## config.mk

```make
export PLATFORM = sky130hd
export DESIGN_NAME = distinct_address_counter
export DESIGN_NICKNAME = d
export VERILOG_FILES = /design/src/rtl/dac_pkg.sv /design/src/rtl/dac_cell.sv /design/src/rtl/distinct_address_counter.sv
export SDC_FILE = /design/constraint.sdc
export NUM_CORES = 2
export LEC_CHECK = 0
export ABC_CLOCK_PERIOD_IN_PS = 8100
export BUFFER_PORTS_ARGS = -buffer_cell sky130_fd_sc_hd__clkbuf_2
export CAP_MARGIN = 20
export CELL_PAD_IN_SITES_DETAIL_PLACEMENT = 0
export CELL_PAD_IN_SITES_GLOBAL_PLACEMENT = 1
export CORE_MARGIN = 5
export CORE_UTILIZATION = 46
export DETAILED_ROUTE_END_ITERATION = 10
export PLACE_DENSITY_LB_ADDON = 0.08
export SYNTH_ARGS = -nofsm -noshare
export SYNTH_HDL_FRONTEND = slang
export SYNTH_SLANG_ARGS = --single-unit
export TNS_END_PERCENT = 30
```

## constraint.sdc

```tcl
create_clock -name clk -period 8.1 [get_ports clk]
set_clock_uncertainty 0.15 [all_clocks]
set_input_delay 0.405 -clock clk [delete_from_list [all_inputs] [get_ports clk]]
set_output_delay 0.405 -clock clk [all_outputs]
set_load 0.005 [all_outputs]
```

## src/rtl/dac_pkg.sv

```systemverilog
`default_nettype none
// ----------------------------------------------------------------------------
// dac_pkg
// Types and constants shared by the distinct address counter modules.
// ----------------------------------------------------------------------------
package dac_pkg;

  localparam int ADDR_W = 48;
  localparam int COUNT_W = 7;
  localparam int COUNT_MAX = 127;
  localparam logic signed [7:0] THRESHOLD_RESET = -8'sd80;

  localparam logic OP_REPORT = 1'b0;
  localparam logic OP_END = 1'b1;

  localparam logic REG_THRESHOLD = 1'b0;

  typedef struct packed {
    logic opcode;
    logic [ADDR_W-1:0] device_address;
    logic signed [7:0] signal_strength;
  } dac_req_t;

  typedef struct packed {
    logic [COUNT_W-1:0] device_count;
    logic table_overflow;
  } dac_rsp_t;

  typedef struct packed {
    logic tok;
    logic hit;
  } dac_probe_t;

  typedef enum logic {
    ST_IDLE,
    ST_SCAN
  } dac_state_t;

endpackage
`default_nettype wire

```

## src/rtl/dac_cell.sv

```systemverilog
`default_nettype none
// ----------------------------------------------------------------------------
// dac_cell
// One table entry. Compares the probe address as the token passes through
// and hands the token and hit flag to the next cell.
// ----------------------------------------------------------------------------
module dac_cell
  import dac_pkg::*;
(
  input  wire logic clk,
  input  wire logic rst,
  input  wire logic occupied,
  input  wire logic wr_sel,
  input  wire logic [ADDR_W-1:0] probe_addr,
  input  wire dac_probe_t probe_in,
  output dac_probe_t probe_out
);

  logic [ADDR_W-1:0] entry;
  logic match;

  assign match = occupied && (entry == probe_addr);

  always_ff @(posedge clk) begin
    if (wr_sel) begin
      entry <= probe_addr;
    end
    probe_out.hit <= probe_in.hit | match;
    if (rst) begin
      probe_out.tok <= 1'b0;
    end else begin
      probe_out.tok <= probe_in.tok;
    end
  end

endmodule
`default_nettype wire

```

## src/rtl/distinct_address_counter.sv

```systemverilog
`default_nettype none
// ----------------------------------------------------------------------------
// distinct_address_counter
// Counts distinct device addresses per scan window in a chain of entry cells.
// For a counted report the probe token walks the cell chain one cell per
// cycle; an unmatched address is then appended, or flags overflow if full.
// Reports below threshold and end-of-window requests need no chain scan.
// One request is processed at a time; device reports enter while a result
// waits, an end-of-window request waits for the result register to free.
// Synchronous reset clears count and flag and sets threshold to THRESHOLD_RESET.
// ----------------------------------------------------------------------------
module distinct_address_counter
  import dac_pkg::*;
#(
  parameter int MAX_DEVICES = 64
) (
  input  wire logic clk,
  input  wire logic rst,
  input  wire logic req_valid,
  output logic req_ready,
  input  wire dac_req_t req,
  output logic rsp_valid,
  input  wire logic rsp_ready,
  output dac_rsp_t rsp,
  input  wire logic psel,
  input  wire logic penable,
  input  wire logic pwrite,
  input  wire logic [2:0] paddr,
  input  wire logic [31:0] pwdata,
  output logic [31:0] prdata,
  output logic pready
);

  localparam int CW = $clog2(MAX_DEVICES + 1);

  dac_state_t state, state_next;
  logic [CW-1:0] fill_count;
  logic overflow_seen;
  logic signed [7:0] strength_threshold;
  logic [ADDR_W-1:0] probe_addr;
  logic start;

  dac_probe_t probe [MAX_DEVICES+1];
  logic [MAX_DEVICES-1:0] tok_vec;
  logic [MAX_DEVICES-1:0] occupied;
  logic [MAX_DEVICES-1:0] wr_sel;

  logic req_fire, rsp_fire, cfg_wr, counted, commit, full;
  logic [8:0] fill_w;

  assign pready = 1'b1;
  assign cfg_wr = psel && penable && pwrite && (paddr[2] == REG_THRESHOLD)
                  && (paddr[1:0] == 2'd0);
  assign prdata = (paddr == 3'd0) ? {{24{strength_threshold[7]}}, strength_threshold} : 32'd0;

  assign req_ready = (state == ST_IDLE)
                     && (!rsp_valid || rsp_ready || req.opcode == OP_REPORT);
  assign req_fire = req_valid && req_ready;
  assign rsp_fire = rsp_valid && rsp_ready;
  assign counted = (req.opcode == OP_REPORT) && (req.signal_strength >= strength_threshold);

  assign fill_w = 9'(fill_count);
  assign full = fill_w >= 9'(MAX_DEVICES);
  assign commit = (state == ST_SCAN) && probe[MAX_DEVICES].tok && !probe[MAX_DEVICES].hit;

  assign probe[0] = '{tok: start, hit: 1'b0};

  for (genvar i = 0; i < MAX_DEVICES; i++) begin : g_cell
    assign occupied[i] = 9'(i) < fill_w;
    assign wr_sel[i] = commit && !full && (fill_w == 9'(i));
    assign tok_vec[i] = probe[i+1].tok;
    dac_cell u_cell (
      .clk        (clk),
      .rst        (rst),
      .occupied   (occupied[i]),
      .wr_sel     (wr_sel[i]),
      .probe_addr (probe_addr),
      .probe_in   (probe[i]),
      .probe_out  (probe[i+1])
    );
  end

  always_comb begin
    state_next = state;
    unique case (state)
      ST_IDLE: begin
        if (req_fire && counted) begin
          state_next = ST_SCAN;
        end
      end
      ST_SCAN: begin
        if (probe[MAX_DEVICES].tok) begin
          state_next = ST_IDLE;
        end
      end
      default: state_next = ST_IDLE;
    endcase
  end

  always_ff @(posedge clk) begin
    if (req_fire) begin
      probe_addr <= req.device_address;
    end
    if (req_fire && req.opcode == OP_END) begin
      rsp.device_count <= (fill_w > 9'(COUNT_MAX)) ? COUNT_W'(COUNT_MAX)
                                                   : fill_w[COUNT_W-1:0];
      rsp.table_overflow <= overflow_seen;
    end
    if (rst) begin
      state <= ST_IDLE;
      fill_count <= '0;
      overflow_seen <= 1'b0;
      strength_threshold <= THRESHOLD_RESET;
      start <= 1'b0;
      rsp_valid <= 1'b0;
    end else begin
      state <= state_next;
      start <= req_fire && counted;
      if (cfg_wr) begin
        strength_threshold <= pwdata[7:0];
      end
      if (req_fire && req.opcode == OP_END) begin
        rsp_valid <= 1'b1;
        fill_count <= '0;
        overflow_seen <= 1'b0;
      end else begin
        if (rsp_fire) begin
          rsp_valid <= 1'b0;
        end
        if (commit) begin
          if (full) begin
            overflow_seen <= 1'b1;
          end else begin
            fill_count <= fill_count + 1'b1;
          end
        end
      end
    end
  end

  a_one_probe: assert property (@(posedge clk) disable iff (rst)
    $onehot0({start, tok_vec}))
    else $error("more than one probe in flight");

  a_exit_in_scan: assert property (@(posedge clk) disable iff (rst)
    probe[MAX_DEVICES].tok |-> state == ST_SCAN)
    else $error("probe left chain outside scan");

  a_fill_bound: assert property (@(posedge clk) disable iff (rst)
    fill_w <= 9'(MAX_DEVICES))
    else $error("fill count beyond table size");

  a_no_accept_in_scan: assert property (@(posedge clk) disable iff (rst)
    state == ST_SCAN |-> !req_ready)
    else $error("request accepted during scan");

endmodule
`default_nettype wire
```

==> Word-level counts from Yosys, hierarchy flattened <==
Cells that the tools add are included.
{ "op_classes": {"eq_ne": 127, "bitwise": 67, "n_reduce_logical": 153, "n_mux": 6, "n_addsub": 1, "order_cmp": 67} }
{ "ops": {"columns": ["operator", "n"], "rows": [
  ["== test 48 bit", 64],
  ["== test 7 x 6 -> 1 bit (second input constant)", 32],
  ["less-than comparator 6 x 7 -> 1 bit (first input constant)", 32],
  ["logical AND 1 bit", 141],
  ["== test 7 x 5 -> 1 bit (second input constant)", 16],
  ["less-than comparator 5 x 7 -> 1 bit (first input constant)", 16],
  ["bitwise OR 1 bit", 63],
  ["== test 7 x 4 -> 1 bit (second input constant)", 8],
  ["less-than comparator 4 x 7 -> 1 bit (first input constant)", 8],
  ["2-to-1 mux 32 bit", 1],
  ["== test 7 x 3 -> 1 bit (second input constant)", 4],
  ["less-than comparator 3 x 7 -> 1 bit (first input constant)", 4],
  ["== test 7 x 2 -> 1 bit (second input constant)", 2],
  ["less-than comparator 1 x 7 -> 1 bit (first input constant)", 2],
  ["less-than comparator 2 x 7 -> 1 bit (first input constant)", 2],
  ["zero test 9 bit", 1],
  [">= comparator 8 bit", 1],
  ["adder 7 x 1 -> 7 bit (second input constant)", 1],
  ["== test 7 x 1 -> 1 bit (second input constant)", 1],
  [">= comparator 7 bit (second input constant)", 1],
  ["greater-than comparator 7 bit (second input constant)", 1],
  ["2-to-1 mux 1 bit", 4],
  ["NOT 1 bit", 4],
  ["AND reduction 2 bit", 2],
  ["7 further kinds", 10]
]} }
{ "totals": {"elab_cells": 622, "inputBits": 99, "ff_bits": 3275, "out_inout_bits": 43} }

==> Longest topological paths before layout <==
{ "depth": {"depth_word": 8, "ltp_mapped": 8, "depth_no_buf": 7} }

==> Cells and area by module <==
Synthesis repeated with hierarchy kept, for this count alone.
{ "unflattened": {"cells_unflattened": 8107, "hier_area_um2": 133625.7} }
{ "modules_own_cells": {"columns": ["mod", "cells_per_inst", "n_inst", "area_each_um2", "seq_area_each_um2"], "rows": [
  ["dac_cell", 120, 64, 2025.7, 1481.4],
  ["distinct_address_counter", 427, 1, 3981.3, 2062.0]
]} }

==> Worst setup path before layout <==
No wires, ideal clock.
{ "synth_path": {"path_type": "reg-to-reg", "start": "register fill_count[1]", "end": "register g_cell[35].u_cell.entry[0], enable pin", "setup_ns": 0.573, "path_stages_with_launch": 5, "t_required_ns": 7.377, "arrival_time_ns": 5.710, "path_slack_ns": 1.667, "path_buffers": 2, "synth_period_minus_slack_ns": 6.433, "path_cell_list": "dfxtp_1 -> buf_2 -> buf_1 -> nand3_1 -> nor4_1"} }
{ "synth_via": {"elab_chain_len": 4, "word_cells_on_any_way": 5, "cone_classes": "1 x order compare; 1 x eq/ne; 3 x reduce/logical"} }
{ "synth_rtl": {"columns": ["element", "line", "source"], "rows": [
  ["from (decl)", "distinct_address_counter.sv:37", "logic [CW-1:0] fill_count;"],
  ["from (signal assigned)", "distinct_address_counter.sv:134", "fill_count <= fill_count + 1'b1;"],
  [">= comparator 7 bit", "distinct_address_counter.sv:63", "assign full = fill_w >= 9'(MAX_DEVICES);"],
  ["zero test 1 bit", "distinct_address_counter.sv:70", "assign wr_sel[i] = commit && !full && (fill_w == 9'(i));"],
  ["logical AND 1 bit", "distinct_address_counter.sv:70", null],
  ["logical AND 1 bit *", "distinct_address_counter.sv:70", null],
  ["net g_cell[35].u_cell.wr_sel", "dac_cell.sv:13", "input wire logic wr_sel,"],
  ["to (signal assigned)", "dac_cell.sv:26", "entry <= probe_addr;"],
  ["to (decl)", "dac_cell.sv:19", "logic [ADDR_W-1:0] entry;"]
]} }
The timed path passes the listed nets; every way through them passes the cells marked *.
A chain may end at the register's enable or synchronous reset.

==> Final worst setup path <==
{ "layout_path": {"start": "register state", "end": "register g_cell[51].u_cell.entry[12], enable pin"} }
{ "layout_via": {"elab_chain_len": 4} }
{ "layout_rtl": {"columns": ["element", "line", "source"], "rows": [
  ["from (decl)", "distinct_address_counter.sv:36", "dac_state_t state, state_next;"],
  ["from (signal assigned)", "distinct_address_counter.sv:117", "state <= state_next;"],
  ["logical AND 1 bit (2 in series)", "distinct_address_counter.sv:64", "assign commit = (state == ST_SCAN) && probe[MAX_DEVICES].tok && !probe[MAX_DEVICES].hit;"],
  ["logical AND 1 bit (2 in series)", "distinct_address_counter.sv:70", null],
  ["net g_cell[51].u_cell.wr_sel", "dac_cell.sv:13", null],
  ["to (signal assigned)", "dac_cell.sv:26", null],
  ["to (decl)", "dac_cell.sv:19", null]
]} }
The timed path passes the listed nets, and every way through them passes these cells.

==> results.yml <==
outcome:
  outcome: "completed"
worst_setup_path:
  worstSetupEndpointType: "flop"
  critPathArrivalTime_ns: 4.59
  r2r_cells: 4
  critPathLaunchType: "flop"
  reg2reg_setup_slack_ns: 3.88
  startpoint: "state"
  rr_endpoint: "g_cell[51].u_cell.entry[12]"
  worstReg2RegStart: "state"
  cp_max_fo: 48
  path_class: "reg2reg"
  critPathRequiredTime_ns: 8.47
clock_network:
  cts.clk_slew.worst_paths_ns: 0.06
  cts_tree: "yes"
  cts_root_buffer: "clkbuf_16"
  clock_latency_ns: 0.92
  htreeDepth: 5
  cts_resized: 0
  cts.path.max_buffers: 4
  cts_sinks: 3275
  cts_inserted_buffers: 351
hold_path:
  hold_path.class: "in2reg"
  hold_depth: 2
  hp-start: "req[30]"
  hold_end: "probe_addr[22]"
sta:
  finalHoldViolations: 0
  fin_crit_sh: 0.521
  layout_setup_ws_ns: 3.88
  setup_violations: 0
  tightest_slew_ns: 1.13
  period_minus_slack_ns: 4.22
  final.setup.tns_ns: 0
  finalMaxSlewViolations: 0
  max_freq_mhz: 237
  slew_headroom: 0.245
  rsz0062_at_grt: "false"
routing:
  ant_nets: 0
  drt_drc_violations_left: 0
  post_drt_wl_per_cell_um: 29.3
  vias: 70500
  dr.pass1.iters: 5
  drt_iter0_drc: 7482
  wl_um: 378000
  vias_per_cell: 5.46
pwr:
  p_leak_nw: 48.7
  p_int_mw: 28.8
  switching_share: 0.226
  comb_power_share: 0.066
  p_sw_mw: 8.43
  p_per_area_mw_per_mm2: 241
  power_frac_seq: 0.501
  vdd_drop_max_mv: 0.230
  clkPwrFrac: 0.433
grt:
  grt_pass1_vias: 69900
  gr-total-overflow: 0
  grt_max_degree: 68
  antenna_found_initial: 32
  grt_use_total: 0.243
  grt_pass1_wl_um: 530000
placement:
  dpl.cell_count: 12100
  routabilityCongestion: 0.773
  io_buffers: 116
  hpwl_um: 211000
  pre_cts_ws_ns: 4.07
logic_synthesis:
  ys_warn_count: 0
  synth_ff_type: "edfxtp_1"
  synth_top_area_cell: "edfxtp_1"
  synthTopCellsByArea: "edfxtp_1 (69%), xnor2_1 (11%), xor2_1 (8.0%)"
  yosysTopAreaCellShare: 0.693
  async_flop_share: 0
  synthCells: 8219
  syn_area_mm2: 0.135
  syn_nets: 8330
  yosysSeqAreaShare: 0.715
  synth_edf_count: 3128
  postSynthAreaPerCell_um2: 16.5
  yosysUniqueCellTypes: 71
  synth_seq_cells: 3275
floorplan:
  start_util: 0.461
  die_x_um: 553
  die-area_mm2: 0.305
  core_mm2: 0.294
  die_h_um: 553
  io_pins: 142
  rows: 199
final_layout:
  final_common_cell: "edfxtp_1"
  fin_nets: 8811
  final_cell_mix: "edfxtp_1 (3128), xnor2_1 (1767), xor2_1 (1241), nand4_1 (482), nor4_1 (390)"
  drive_gt1_frac: 0.113
  final_util: 0.527
  syn_to_final_growth_pct: 14.2
  instances_no_fill: 12900
run:
  maxCapViolCount: 0
[power groups by stage]
stage	combinational, mW	sequential, mW	clock, mW
5_1_grt	2.62	18.7	17.2
3_5_place_dp	2.47	19.0	0
4_1_cts	2.52	18.7	16.5
2_1_floorplan	1.31	19.1	0
3_3_place_gp	2.43	19.0	0
6_report	2.45	18.7	16.1
[cells in the mapped netlist (6+ instances only)]
| cell | number |
|---|---|
| buf_6 | 60 |
| a31o_2 | 12 |
| edfxtp_1 | 3128 |
| nor2_1 | 91 |
| nor2b_1 | 67 |
| o21ai_0 | 6 |
| ha_1 | 12 |
| o21bai_1 | 6 |
| a221oi_1 | 9 |
| nand3_1 | 59 |
| o221ai_1 | 7 |
| nor3_1 | 55 |
| o2111ai_1 | 7 |
| a31o_1 | 6 |
| buf_2 | 179 |
| and2_1 | 9 |
| o22ai_1 | 19 |
| a41o_1 | 32 |
| buf_4 | 143 |
| xor2_1 | 1241 |
| a2111oi_0 | 12 |
| xnor2_1 | 1767 |
| or4_1 | 13 |
| nand2_1 | 29 |
| a21oi_1 | 32 |
| nand4_1 | 482 |
| inv_1 | 62 |
| nand2b_1 | 9 |
| dfxtp_1 | 147 |
| a22oi_1 | 6 |
| nor4_1 | 396 |
| clkbuf_1 | 23 |
[kinds of logic (layout without fill, tap and decap cells)]
group | count (synthesis) | in the layout | synth area share
DFF | 3275 | 3275 | 0.715
xor gates and xnor gates | 3009 | 3009 | 0.195
and+or+nand+nor | 1238 | 1238 | 0.0544
buffers and inverters | 476 | 1251 | 0.0222
AOI/OAI and AO/OA | 203 | 203 | 0.0120
adders and majority gates | 12 | 12 | 0.00111
muxes | 5 | 5 | 0.000369
other | 1 | 11 | 0.0000277
[repair_timing]
action,CTS,global route
hold buffers,117,0
setup buffers,0,0
hold endpoints to repair,66,0
[worst max-delay path by stage]
stage	cells after the start	end	slack [ns]
after floorplan	4	g_cell[35].u_cell.entry[0]	1.67
after global placement	4	g_cell[51].u_cell.entry[40]	4.10
after detailed placement	4	g_cell[51].u_cell.entry[15]	4.07
after global routing	4	g_cell[51].u_cell.entry[12]	3.87
after CTS	4	g_cell[51].u_cell.entry[15]	4.02
final	4	g_cell[51].u_cell.entry[12]	3.88
[final cells by class]
class	instances	area, um2
diodes	10	25.0
well taps	3919	4900
clock inverters	157	1780
repair buffers	537	4900
multi-input cells	4468	36100
inverters	67	251
clock buffers	490	9820
flip-flops and latches	3275	96900
fillers	23700	139000
[through the flow]
step           cell area, um2  hold slack, ns  total power, mW
2_1_floorplan          135000           0.232             20.5
3_3_place_gp           142000           0.252             21.5
3_5_place_dp           142000           0.247             21.5
4_1_cts                155000        0.000139             37.6
5_1_grt                155000          0.0242             38.5
6_report               155000          0.0802             37.3
[critical path, stage by stage, from the launching register on]
cell     delay [ns]
dfxtp_1        0.56
and3b_1        0.91
nand3_1        1.04
nor4_2         0.47
buf_4          0.57
[flip-flops by register name (all words and copies together) (netlist names)]
name and cells:
overflow_seen 1, rsp 8, fill_count 7, start 1, probe_addr 48, state 1
rsp_valid 1, g_cell.u_cell.entry 3072, strength_threshold 8, g_cell.u_cell.probe_out 128
[layer usage]
metal | vias to the layer above | global-route usage | routed length [um]
met1 | 36800 | 0.341 | 165000
met2 | 2061 | 0.402 | 181000
met4 | 4 | 0.0592 | 9440
li1 | 31200 | - | -
met5 | - | 0 | 22
met3 | 485 | 0.0339 | 22400
No activity file was read; power rests on OpenSTA's default activity.
